--- src/hw/rtl/uxcf_pkg.sv ---
`default_nettype none

package uxcf_pkg;

    // Longest string the offset counter is sized for; offsets stop at the cap.
    localparam longint unsigned MAX_STRING_BYTES = 64'd65536;
    localparam logic [15:0] OFFSET_CAP =
        ((MAX_STRING_BYTES - 64'd1) < 64'd65535) ? 16'(MAX_STRING_BYTES - 64'd1) : 16'hFFFF;

    // Entries in the queue between the decoder and the result sequencer.
    localparam int QUEUE_DEPTH = 4;

    // Bounds of the XML 1.0 Char production.
    localparam logic [20:0] CP_TAB      = 21'h00009;
    localparam logic [20:0] CP_LF       = 21'h0000A;
    localparam logic [20:0] CP_CR       = 21'h0000D;
    localparam logic [20:0] CP_BMP_LO   = 21'h00020;
    localparam logic [20:0] CP_BMP_HI   = 21'h0D7FF;
    localparam logic [20:0] CP_PRIV_LO  = 21'h0E000;
    localparam logic [20:0] CP_PRIV_HI  = 21'h0FFFD;
    localparam logic [20:0] CP_SUPP_LO  = 21'h10000;
    localparam logic [20:0] CP_SUPP_HI  = 21'h10FFFF;

    // Smallest value each sequence length may carry without being overlong.
    localparam logic [20:0] MIN_TWO   = 21'h00080;
    localparam logic [20:0] MIN_THREE = 21'h00800;
    localparam logic [20:0] MIN_FOUR  = 21'h10000;

    // The work one input beat leaves for the back end: up to four results.
    // Slot 0 uses offset and code point A, the later slots use B.
    typedef struct packed {
        logic [2:0]       cnt;
        logic [3:0][7:0]  bytes;
        logic [3:0]       inv;
        logic [15:0]      off_a;
        logic [15:0]      off_b;
        logic [20:0]      cp_a;
        logic [20:0]      cp_b;
        logic             str_end;
        logic             failed;
    } t_entry;

    // Head of the queue as seen by the back end.
    typedef struct packed {
        logic   valid;
        t_entry entry;
    } t_head;

    // XML 1.0 Char test.
    function automatic logic xml_char_ok(input logic [20:0] c);
        logic ok;
        ok = (c == CP_TAB) || (c == CP_LF) || (c == CP_CR) ||
             (c >= CP_BMP_LO && c <= CP_BMP_HI) ||
             (c >= CP_PRIV_LO && c <= CP_PRIV_HI) ||
             (c >= CP_SUPP_LO && c <= CP_SUPP_HI);
        return ok;
    endfunction

endpackage

`default_nettype wire

--- src/hw/rtl/utf8_xml_char_filter_top.sv ---
// Channel   Handshake                   Payload
// input     i_in_valid / o_in_stall     i_data_byte, i_string_end
// output    o_out_valid / i_out_stall   o_out_byte, o_is_invalid, o_char_offset,
//                                       o_code_point, o_run_last, o_end_flag,
//                                       o_string_failed
//
// One byte is taken per cycle unless the queue is full; its results pass through the queue
// and the sequencer's output register, one result per cycle unless the output is stalled, so
// a byte that closes a valid four-byte character holds the output for its four results while
// the decoder runs ahead. The input stalls only when the queue between decoder and sequencer
// is full. Reset is synchronous and active low; the first string starts at offset 0.
`default_nettype none

module utf8_xml_char_filter_top import uxcf_pkg::*; #(
    parameter int QDEPTH = QUEUE_DEPTH
) (
    input  wire logic   i_clk,
    input  wire logic   i_rst_n,
    input  wire logic   i_in_valid,
    output logic        o_in_stall,
    input  wire logic   [7:0] i_data_byte,
    input  wire logic   i_string_end,
    output logic        o_out_valid,
    input  wire logic   i_out_stall,
    output logic [7:0]  o_out_byte,
    output logic        o_is_invalid,
    output logic [15:0] o_char_offset,
    output logic [20:0] o_code_point,
    output logic        o_run_last,
    output logic        o_end_flag,
    output logic        o_string_failed
);

    logic   w_full;
    logic   w_push;
    logic   w_pop;
    t_entry w_entry;
    t_head  w_head;

    // Decoder: classifies each byte and builds its result slots.
    uxcf_front u_front (
        .i_clk        (i_clk),
        .i_rst_n      (i_rst_n),
        .i_valid      (i_in_valid),
        .i_data_byte  (i_data_byte),
        .i_string_end (i_string_end),
        .i_full       (w_full),
        .o_stall      (o_in_stall),
        .o_push       (w_push),
        .o_entry      (w_entry)
    );

    // Queue between decoder and sequencer.
    uxcf_queue #(
        .DEPTH (QDEPTH)
    ) u_queue (
        .i_clk   (i_clk),
        .i_rst_n (i_rst_n),
        .i_push  (w_push),
        .i_entry (w_entry),
        .i_pop   (w_pop),
        .o_full  (w_full),
        .o_head  (w_head)
    );

    // Sequencer: one result beat per cycle from the queue head, unless the output is stalled.
    uxcf_back u_back (
        .i_clk           (i_clk),
        .i_rst_n         (i_rst_n),
        .i_head          (w_head),
        .o_pop           (w_pop),
        .o_valid         (o_out_valid),
        .i_stall         (i_out_stall),
        .o_out_byte      (o_out_byte),
        .o_is_invalid    (o_is_invalid),
        .o_char_offset   (o_char_offset),
        .o_code_point    (o_code_point),
        .o_run_last      (o_run_last),
        .o_end_flag      (o_end_flag),
        .o_string_failed (o_string_failed)
    );

`ifndef NO_ASSERTIONS
    // A queued entry always holds between one and four results.
    a_entry_count: assert property (@(posedge i_clk) disable iff (!i_rst_n)
        w_push |-> (w_entry.cnt != 3'd0) && (w_entry.cnt <= 3'd4))
        else $error("queued entry with no or too many results");

    // The string end closes the run of results of its byte.
    a_end_last: assert property (@(posedge i_clk) disable iff (!i_rst_n)
        o_out_valid && o_end_flag |-> o_run_last)
        else $error("end flag on a result that is not last of its byte");

    // A failure is only reported together with the end of the string.
    a_fail_end: assert property (@(posedge i_clk) disable iff (!i_rst_n)
        o_out_valid && o_string_failed |-> o_end_flag)
        else $error("string failure without end flag");

    // Results of one byte leave without gaps.
    a_run_gapless: assert property (@(posedge i_clk) disable iff (!i_rst_n)
        o_out_valid && !i_out_stall && !o_run_last |=> o_out_valid)
        else $error("gap inside the results of one byte");
`endif

endmodule

`default_nettype wire

--- src/hw/rtl/uxcf_front.sv ---
`default_nettype none

module uxcf_front import uxcf_pkg::*; (
    input  wire logic   i_clk,
    input  wire logic   i_rst_n,
    input  wire logic   i_valid,
    input  wire logic   [7:0] i_data_byte,
    input  wire logic   i_string_end,
    input  wire logic   i_full,
    output logic        o_stall,
    output logic        o_push,
    output t_entry      o_entry
);

    logic [1:0]        r_rem, n_rem;
    logic [1:0]        r_pcnt, n_pcnt;
    logic [20:0]       r_acc, n_acc;
    logic [15:0]       r_start, n_start;
    logic [15:0]       r_pos, n_pos;
    logic              r_anyinv, n_anyinv;
    logic [2:0][7:0]   r_pend, n_pend;
    logic              w_accept;
    t_entry            w_entry;

    assign w_accept = i_valid && !i_full;
    assign o_stall  = i_full;
    assign o_push   = w_accept && (w_entry.cnt != 3'd0);
    assign o_entry  = w_entry;

    // Decode one byte against the open character and build its result slots.
    always_comb begin
        logic        v_cont;
        logic        v_open;
        logic        v_lead;
        logic [20:0] v_lead_acc;
        logic [1:0]  v_lead_rem;
        logic [20:0] v_acc_c;
        logic [1:0]  v_rem_c;
        logic [20:0] v_min;
        logic        v_fin_ok;
        logic        v_s_inv;
        logic [1:0]  v_k;
        logic        v_failed;

        v_cont  = (i_data_byte[7:6] == 2'b10);
        v_open  = (r_rem != 2'd0);
        v_lead  = (i_data_byte inside {[8'hC0:8'hF7]});
        v_acc_c = {r_acc[14:0], i_data_byte[5:0]};
        v_rem_c = r_rem - 2'd1;
        v_s_inv = i_data_byte[7] || !xml_char_ok({13'd0, i_data_byte});

        case (i_data_byte[5:3])
            3'b100, 3'b101: begin
                v_lead_acc = {17'd0, i_data_byte[3:0]};
                v_lead_rem = 2'd2;
            end
            3'b110: begin
                v_lead_acc = {18'd0, i_data_byte[2:0]};
                v_lead_rem = 2'd3;
            end
            default: begin
                v_lead_acc = {16'd0, i_data_byte[4:0]};
                v_lead_rem = 2'd1;
            end
        endcase

        case (r_pcnt)
            2'd1:    v_min = MIN_TWO;
            2'd2:    v_min = MIN_THREE;
            default: v_min = MIN_FOUR;
        endcase
        v_fin_ok = (v_acc_c >= v_min) && xml_char_ok(v_acc_c);

        w_entry = '0;
        n_rem   = r_rem;
        n_pcnt  = r_pcnt;
        n_acc   = r_acc;
        n_start = r_start;
        n_pend  = r_pend;
        v_k     = 2'd0;

        if (v_open && v_cont) begin
            if (v_rem_c == 2'd0) begin
                // Final continuation byte: release the whole character or report it.
                n_rem  = 2'd0;
                n_pcnt = 2'd0;
                n_acc  = '0;
                w_entry.off_a = r_start;
                w_entry.off_b = r_start;
                w_entry.cp_a  = v_acc_c;
                w_entry.cp_b  = v_acc_c;
                if (v_fin_ok) begin
                    w_entry.cnt      = {1'b0, r_pcnt} + 3'd1;
                    w_entry.bytes[0] = r_pend[0];
                    w_entry.bytes[1] = (r_pcnt == 2'd1) ? i_data_byte : r_pend[1];
                    w_entry.bytes[2] = (r_pcnt == 2'd2) ? i_data_byte : r_pend[2];
                    w_entry.bytes[3] = i_data_byte;
                end else begin
                    w_entry.cnt    = 3'd1;
                    w_entry.inv[0] = 1'b1;
                end
            end else begin
                // Middle continuation byte: keep gathering.
                n_pend[r_pcnt] = i_data_byte;
                n_pcnt = r_pcnt + 2'd1;
                n_acc  = v_acc_c;
                n_rem  = v_rem_c;
                if (i_string_end) begin
                    w_entry.cnt    = 3'd1;
                    w_entry.inv[0] = 1'b1;
                    w_entry.off_a  = r_start;
                    w_entry.cp_a   = v_acc_c;
                end
            end
        end else begin
            // A broken sequence is reported first, at its own offset.
            if (v_open) begin
                w_entry.cnt    = 3'd1;
                w_entry.inv[0] = 1'b1;
                w_entry.off_a  = r_start;
                w_entry.cp_a   = r_acc;
                v_k            = 2'd1;
            end
            n_start = r_pos;
            if (!v_lead) begin
                // Single-byte character, stray continuation or bad lead.
                n_rem  = 2'd0;
                n_pcnt = 2'd0;
                n_acc  = '0;
                w_entry.cnt        = w_entry.cnt + 3'd1;
                w_entry.bytes[v_k] = v_s_inv ? 8'd0 : i_data_byte;
                w_entry.inv[v_k]   = v_s_inv;
                if (v_k == 2'd0) begin
                    w_entry.off_a = r_pos;
                    w_entry.cp_a  = {13'd0, i_data_byte};
                end else begin
                    w_entry.off_b = r_pos;
                    w_entry.cp_b  = {13'd0, i_data_byte};
                end
            end else begin
                // Lead byte opens a new character; the end of string truncates it.
                n_acc     = v_lead_acc;
                n_rem     = v_lead_rem;
                n_pend[0] = i_data_byte;
                n_pcnt    = 2'd1;
                if (i_string_end) begin
                    w_entry.cnt      = w_entry.cnt + 3'd1;
                    w_entry.inv[v_k] = 1'b1;
                    if (v_k == 2'd0) begin
                        w_entry.off_a = r_pos;
                        w_entry.cp_a  = v_lead_acc;
                    end else begin
                        w_entry.off_b = r_pos;
                        w_entry.cp_b  = v_lead_acc;
                    end
                end
            end
        end

        v_failed         = r_anyinv || (|w_entry.inv);
        n_anyinv         = v_failed;
        w_entry.str_end  = i_string_end;
        w_entry.failed   = v_failed;
        n_pos            = (r_pos < OFFSET_CAP) ? r_pos + 16'd1 : r_pos;

        // The end of a string returns all decode state to its start.
        if (i_string_end) begin
            n_rem    = 2'd0;
            n_pcnt   = 2'd0;
            n_acc    = '0;
            n_start  = '0;
            n_pos    = '0;
            n_anyinv = 1'b0;
        end
    end

    // Decode state.
    always_ff @(posedge i_clk) begin
        if (!i_rst_n) begin
            r_rem    <= '0;
            r_pcnt   <= '0;
            r_acc    <= '0;
            r_start  <= '0;
            r_pos    <= '0;
            r_anyinv <= 1'b0;
        end else if (w_accept) begin
            r_rem    <= n_rem;
            r_pcnt   <= n_pcnt;
            r_acc    <= n_acc;
            r_start  <= n_start;
            r_pos    <= n_pos;
            r_anyinv <= n_anyinv;
        end
    end

    // Pending bytes of the open character need no reset.
    always_ff @(posedge i_clk) begin
        if (w_accept) begin
            r_pend <= n_pend;
        end
    end

endmodule

`default_nettype wire

--- src/hw/rtl/uxcf_queue.sv ---
`default_nettype none

module uxcf_queue import uxcf_pkg::*; #(
    parameter int DEPTH = QUEUE_DEPTH
) (
    input  wire logic   i_clk,
    input  wire logic   i_rst_n,
    input  wire logic   i_push,
    input  wire t_entry i_entry,
    input  wire logic   i_pop,
    output logic        o_full,
    output t_head       o_head
);

    localparam int AW = (DEPTH > 1) ? $clog2(DEPTH) : 1;
    localparam int CW = $clog2(DEPTH + 1);

    t_entry            r_mem [DEPTH];
    logic [AW-1:0]     r_wp, n_wp;
    logic [AW-1:0]     r_rp, n_rp;
    logic [CW-1:0]     r_cnt;

    assign o_full = (r_cnt == CW'(DEPTH));
    assign o_head = '{valid: (r_cnt != '0), entry: r_mem[r_rp]};

    // Pointer wrap at the queue depth.
    assign n_wp = (r_wp == AW'(DEPTH - 1)) ? '0 : r_wp + AW'(1);
    assign n_rp = (r_rp == AW'(DEPTH - 1)) ? '0 : r_rp + AW'(1);

    // Pointers and fill level.
    always_ff @(posedge i_clk) begin
        if (!i_rst_n) begin
            r_wp  <= '0;
            r_rp  <= '0;
            r_cnt <= '0;
        end else begin
            if (i_push) begin
                r_wp <= n_wp;
            end
            if (i_pop) begin
                r_rp <= n_rp;
            end
            if (i_push && !i_pop) begin
                r_cnt <= r_cnt + CW'(1);
            end else if (!i_push && i_pop) begin
                r_cnt <= r_cnt - CW'(1);
            end
        end
    end

    // Entry storage.
    always_ff @(posedge i_clk) begin
        if (i_push) begin
            r_mem[r_wp] <= i_entry;
        end
    end

endmodule

`default_nettype wire

--- src/hw/rtl/uxcf_back.sv ---
`default_nettype none

module uxcf_back import uxcf_pkg::*; (
    input  wire logic   i_clk,
    input  wire logic   i_rst_n,
    input  wire t_head  i_head,
    output logic        o_pop,
    output logic        o_valid,
    input  wire logic   i_stall,
    output logic [7:0]  o_out_byte,
    output logic        o_is_invalid,
    output logic [15:0] o_char_offset,
    output logic [20:0] o_code_point,
    output logic        o_run_last,
    output logic        o_end_flag,
    output logic        o_string_failed
);

    logic [1:0]  r_slot;
    logic        r_valid;
    logic        w_load;
    logic        w_last;
    t_entry      w_e;

    assign w_e    = i_head.entry;
    assign w_load = i_head.valid && (!r_valid || !i_stall);
    assign w_last = ({1'b0, r_slot} == (w_e.cnt - 3'd1));
    assign o_pop  = w_load && w_last;
    assign o_valid = r_valid;

    // Slot counter and output beat valid.
    always_ff @(posedge i_clk) begin
        if (!i_rst_n) begin
            r_slot  <= '0;
            r_valid <= 1'b0;
        end else begin
            if (w_load) begin
                r_slot <= w_last ? 2'd0 : r_slot + 2'd1;
            end
            r_valid <= w_load || (r_valid && i_stall);
        end
    end

    // Output register, loaded with the current slot of the queue head.
    always_ff @(posedge i_clk) begin
        if (w_load) begin
            o_out_byte      <= w_e.bytes[r_slot];
            o_is_invalid    <= w_e.inv[r_slot];
            o_char_offset   <= (r_slot == 2'd0) ? w_e.off_a : w_e.off_b;
            o_code_point    <= (r_slot == 2'd0) ? w_e.cp_a : w_e.cp_b;
            o_run_last      <= w_last;
            o_end_flag      <= w_last && w_e.str_end;
            o_string_failed <= w_last && w_e.str_end && w_e.failed;
        end
    end

endmodule

`default_nettype wire
--- config.mk ---
export PLATFORM = sky130hd
export DESIGN_NAME = utf8_xml_char_filter_top
export DESIGN_NICKNAME = d
export VERILOG_FILES = /design/src/hw/rtl/uxcf_pkg.sv /design/src/hw/rtl/utf8_xml_char_filter_top.sv /design/src/hw/rtl/uxcf_front.sv /design/src/hw/rtl/uxcf_queue.sv /design/src/hw/rtl/uxcf_back.sv
export SDC_FILE = /design/constraint.sdc
export NUM_CORES = 1
export LEC_CHECK = 0
export BUFFER_PORTS_ARGS = -buffer_cell sky130_fd_sc_hd__clkbuf_2
export CAP_MARGIN = 20
export CORE_MARGIN = 5
export CORE_UTILIZATION = 47
export CTS_CLUSTER_DIAMETER = 40
export DETAILED_ROUTE_END_ITERATION = 12
export GPL_TIMING_DRIVEN = 0
export PLACE_DENSITY_LB_ADDON = 0.15
export SYNTH_ARGS = -nofsm -noshare
export SYNTH_HDL_FRONTEND = slang
export SYNTH_SLANG_ARGS = --single-unit
--- constraint.sdc ---
create_clock -name i_clk -period 7.7 [get_ports i_clk]
set_input_delay 0.385 -clock i_clk [delete_from_list [all_inputs] [get_ports i_clk]]
set_output_delay 0.385 -clock i_clk [all_outputs]
set_load 0.01 [all_outputs]
==> metrics.yaml <==
clk_path_buf_depth: 3
status: "complete, no violations"
chipHeight_um: 235
gp_congestion: 0.850
fin_total_pwr_uw: 9610
arrival_ns: 5.56
dp_cells: 2053
antenna_found_initial: 1
r2r_slack_ns: 2.67
core_region_area_um2: 50200
cts.sinks: 595
port_buffers: 63
avgSynthCellArea_um2: 18.3
cts_buffers: 80
synth_edf_count: 525
clkPwrFrac_pct: 38.7
netlist_top_cells_area: "edfxtp_1 (66%), mux4_2 (11%), dfxtp_1 (5.9%), a22o_1 (2.2%), nor2b_1 (1.9%)"
grt_usage_pct: 19.1
internal_power_uw: 7100
cts_resized: 0
p_sw_share_pct: 26.2
ys_ff_latch: 595
postSynthCellCount: 1302
grt_overflow: 0
cp.required_ns: 8.23
wl_um: 53100
drt-initial-drc-count: 1200
grt_pass1_vias: 12728
io_pins: 64
synth_most_common_cell: "edfxtp_1"
power.static_leakage_uw: 0.00941
num_rows: 82
synth_common_cells: "edfxtp_1 (525), mux4_2 (121), nor2b_1 (74)"
cp-end-kind: "flop"
combPwrFrac_pct: 18.8
holdPathEnd: "u_back.o_valid"
drc: 0
area_growth_pct: 17.7
clk_pin_slew_worst_paths_ns: 0.05
slew_headroom_pct: 22.1
yosysTopAreaCell: "edfxtp_1"
insertion_delay_ns: 0.60
routed-via-count: 12431
syn-cell-area_um2: 23800
maxSlewViolCount: 0
nets: 1498
rsz0062_at_grt: "no"
wl_per_cell_um: 24.1
peakVddDrop_v: 0.000414
grt_pass1_wl_um: 80200
antenna_cells: 0
critPathKind: "flop to flop"
seq_power_share_pct: 42.5
clock-skew-final_ns: 0.0154
period_minus_slack_ns: 5.03
yosys_warnings: 0
initial_core_util_pct: 47.5
grt_max_degree: 50
hold_viol_final: 0
rr_endpoint: "u_queue.r_cnt[2]"
netSwitchingPower_uw: 2510
min_from: "i_out_stall"
cts_tree: "yes"
cts_root_buffer: "clkbuf_16"
hold_depth: 3
yosysSeqAreaShare_pct: 72.0
vias_per_cell: 5.65
utilization_pct: 55.9
ys_types: 66
dieArea_um2: 55300
cts_hold_buf: 0
cts_setup_buffers: 0
max_cap_violations: 0
drtAntennaViolNets: 0
hp-class: "primary input to flop"
h-tree-depth: 3
dpl.hpwl_um: 33600
p_per_area_nw_per_um2: 343
ys.flop_type: "edfxtp_1"
fmax_mhz: 199
stdcell_count: 2201
drtPass1Iterations: 5
start_kind: "flop"
tightest_slew_ns: 1.16
setup_viol: 0
drive_gt1_share_pct: 26.4
min_period_over_period_pct: 65.3
synth_top_cell_area_share_pct: 66.1
cp_max_fo: 10
async_reset_ff_share_pct: 0
fp.dieW_um: 235
rr_worst_depth: 15
-- worst max-delay path, stage by stage (launching register included) --
cell and delay [ns]:
dfxtp_1 0.41, buf_1 0.57, clkbuf_1 0.88, clkbuf_1 0.61
mux4_2 0.42, inv_1 0.07, ha_1 0.23, xnor2_1 0.15
nor4_1 0.44, inv_1 0.15, ha_1 0.24, inv_1 0.07
fa_1 0.17, xor2_1 0.07, or3_1 0.31, a21boi_0 0.16
-- metrics by stage --
| step | setup slack (ns) | cell area (µm²) | hold WS (ns) | TNS, ns |
|---|---|---|---|---|
| finish | 2.67 | 28000 | 0.0458 | 0 |
| global route | 2.34 | 28000 | 0.0423 | 0 |
| CTS | 2.61 | 28000 | 0.0113 | 0 |
| detailed placement | 2.62 | 25300 | 0.493 | 0 |
| global placement | -1.03 | 25000 | 0.475 | -452.04 |
| floorplan | 1.88 | 23800 | 0.461 | 0 |
-- flip-flops by register name (all words and copies together), names as in the netlist, 3 cells and up, named ones only --
name                  flops
u_back.o_char_offset     16
u_back.o_code_point      21
u_back.o_out_byte         8
u_front.r_acc            21
u_front.r_pend           24
u_front.r_pos            16
u_front.r_start          16
u_queue.r_cnt             3
u_queue.r_mem           452
-- layout by cell type, fill, tap and decap left out, types with 13 or more instances in the layout --
| cell | n |
|---|---|
| mux2_2 | 37 |
| mux2i_1 | 15 |
| a22o_1 | 61 |
| ha_1 | 20 |
| nand2_1 | 33 |
| nor2_1 | 26 |
| nor2b_1 | 74 |
| clkbuf_16 | 84 |
| inv_1 | 23 |
| a22oi_1 | 39 |
| and2_1 | 23 |
| clkbuf_2 | 64 |
| mux4_2 | 121 |
| dfxtp_1 | 70 |
| edfxtp_1 | 525 |
| a21oi_1 | 24 |
| buf_2 | 21 |
| clkbuf_1 | 65 |
| nor3_1 | 13 |
-- layout make-up --
| cell class | count | area (µm²) |
|---|---|---|
| repair buffers | 77 | 621 |
| clock buffers | 97 | 2170 |
| clock inverters | 50 | 554 |
| flip-flops and latches | 595 | 17200 |
| multi-input cells | 601 | 6250 |
| inverters | 26 | 97.6 |
| fillers | 3865 | 22100 |
| well taps | 672 | 841 |
| plain buffers | 83 | 345 |
-- worst max path at each step --
stage / slack [ns] / to / startpoint
global route: 2.34 / u_queue.r_cnt[2] / flop
finish: 2.67 / u_queue.r_cnt[2] / flop
CTS: 2.61 / u_queue.r_cnt[2] / flop
floorplan: 1.88 / u_queue.r_mem[0][0] / u_front.r_pcnt[0]
detailed placement: 2.62 / u_queue.r_cnt[2] / flop
global placement: -1.03 / u_queue.r_mem[2][55] / u_front.r_pcnt[0]
-- layer usage --
| layer | global-route usage, % | routed length, µm | up-vias | share of wire, % |
|---|---|---|---|---|
| li1 | - | - | 5556 | - |
| met1 | 28.2 | 24400 | 6460 | 46 |
| met2 | 29.7 | 25000 | 347 | 47 |
| met3 | 3.20 | 2770 | 68 | 5.2 |
| met4 | 5.29 | 905 | 0 | 1.7 |
| met5 | 0 | 0 | - | 0 |
-- power by group through the flow --
| stage | sequential, µW | combinational [µW] | clock [µW] |
|---|---|---|---|
| floorplan | 4250 | 1070 | 0 |
| global placement | 4210 | 1770 | 0 |
| detailed placement | 4150 | 1850 | 0 |
| CTS | 4090 | 1860 | 3790 |
| global route | 4120 | 1970 | 3940 |
| finish | 4090 | 1810 | 3720 |
-- cell families after synthesis --
logic type | Yosys count | share of synthesized area, %
compound gates | 165 | 5.36
xor+xnor | 13 | 0.478
fa+ha+maj | 21 | 1.13
buf+inv | 109 | 1.86
flops | 595 | 72.0
mux | 173 | 13.8
other cells | 1 | 0.0157
simple gates | 225 | 5.32
No activity file was read; power rests on OpenSTA's default activity.
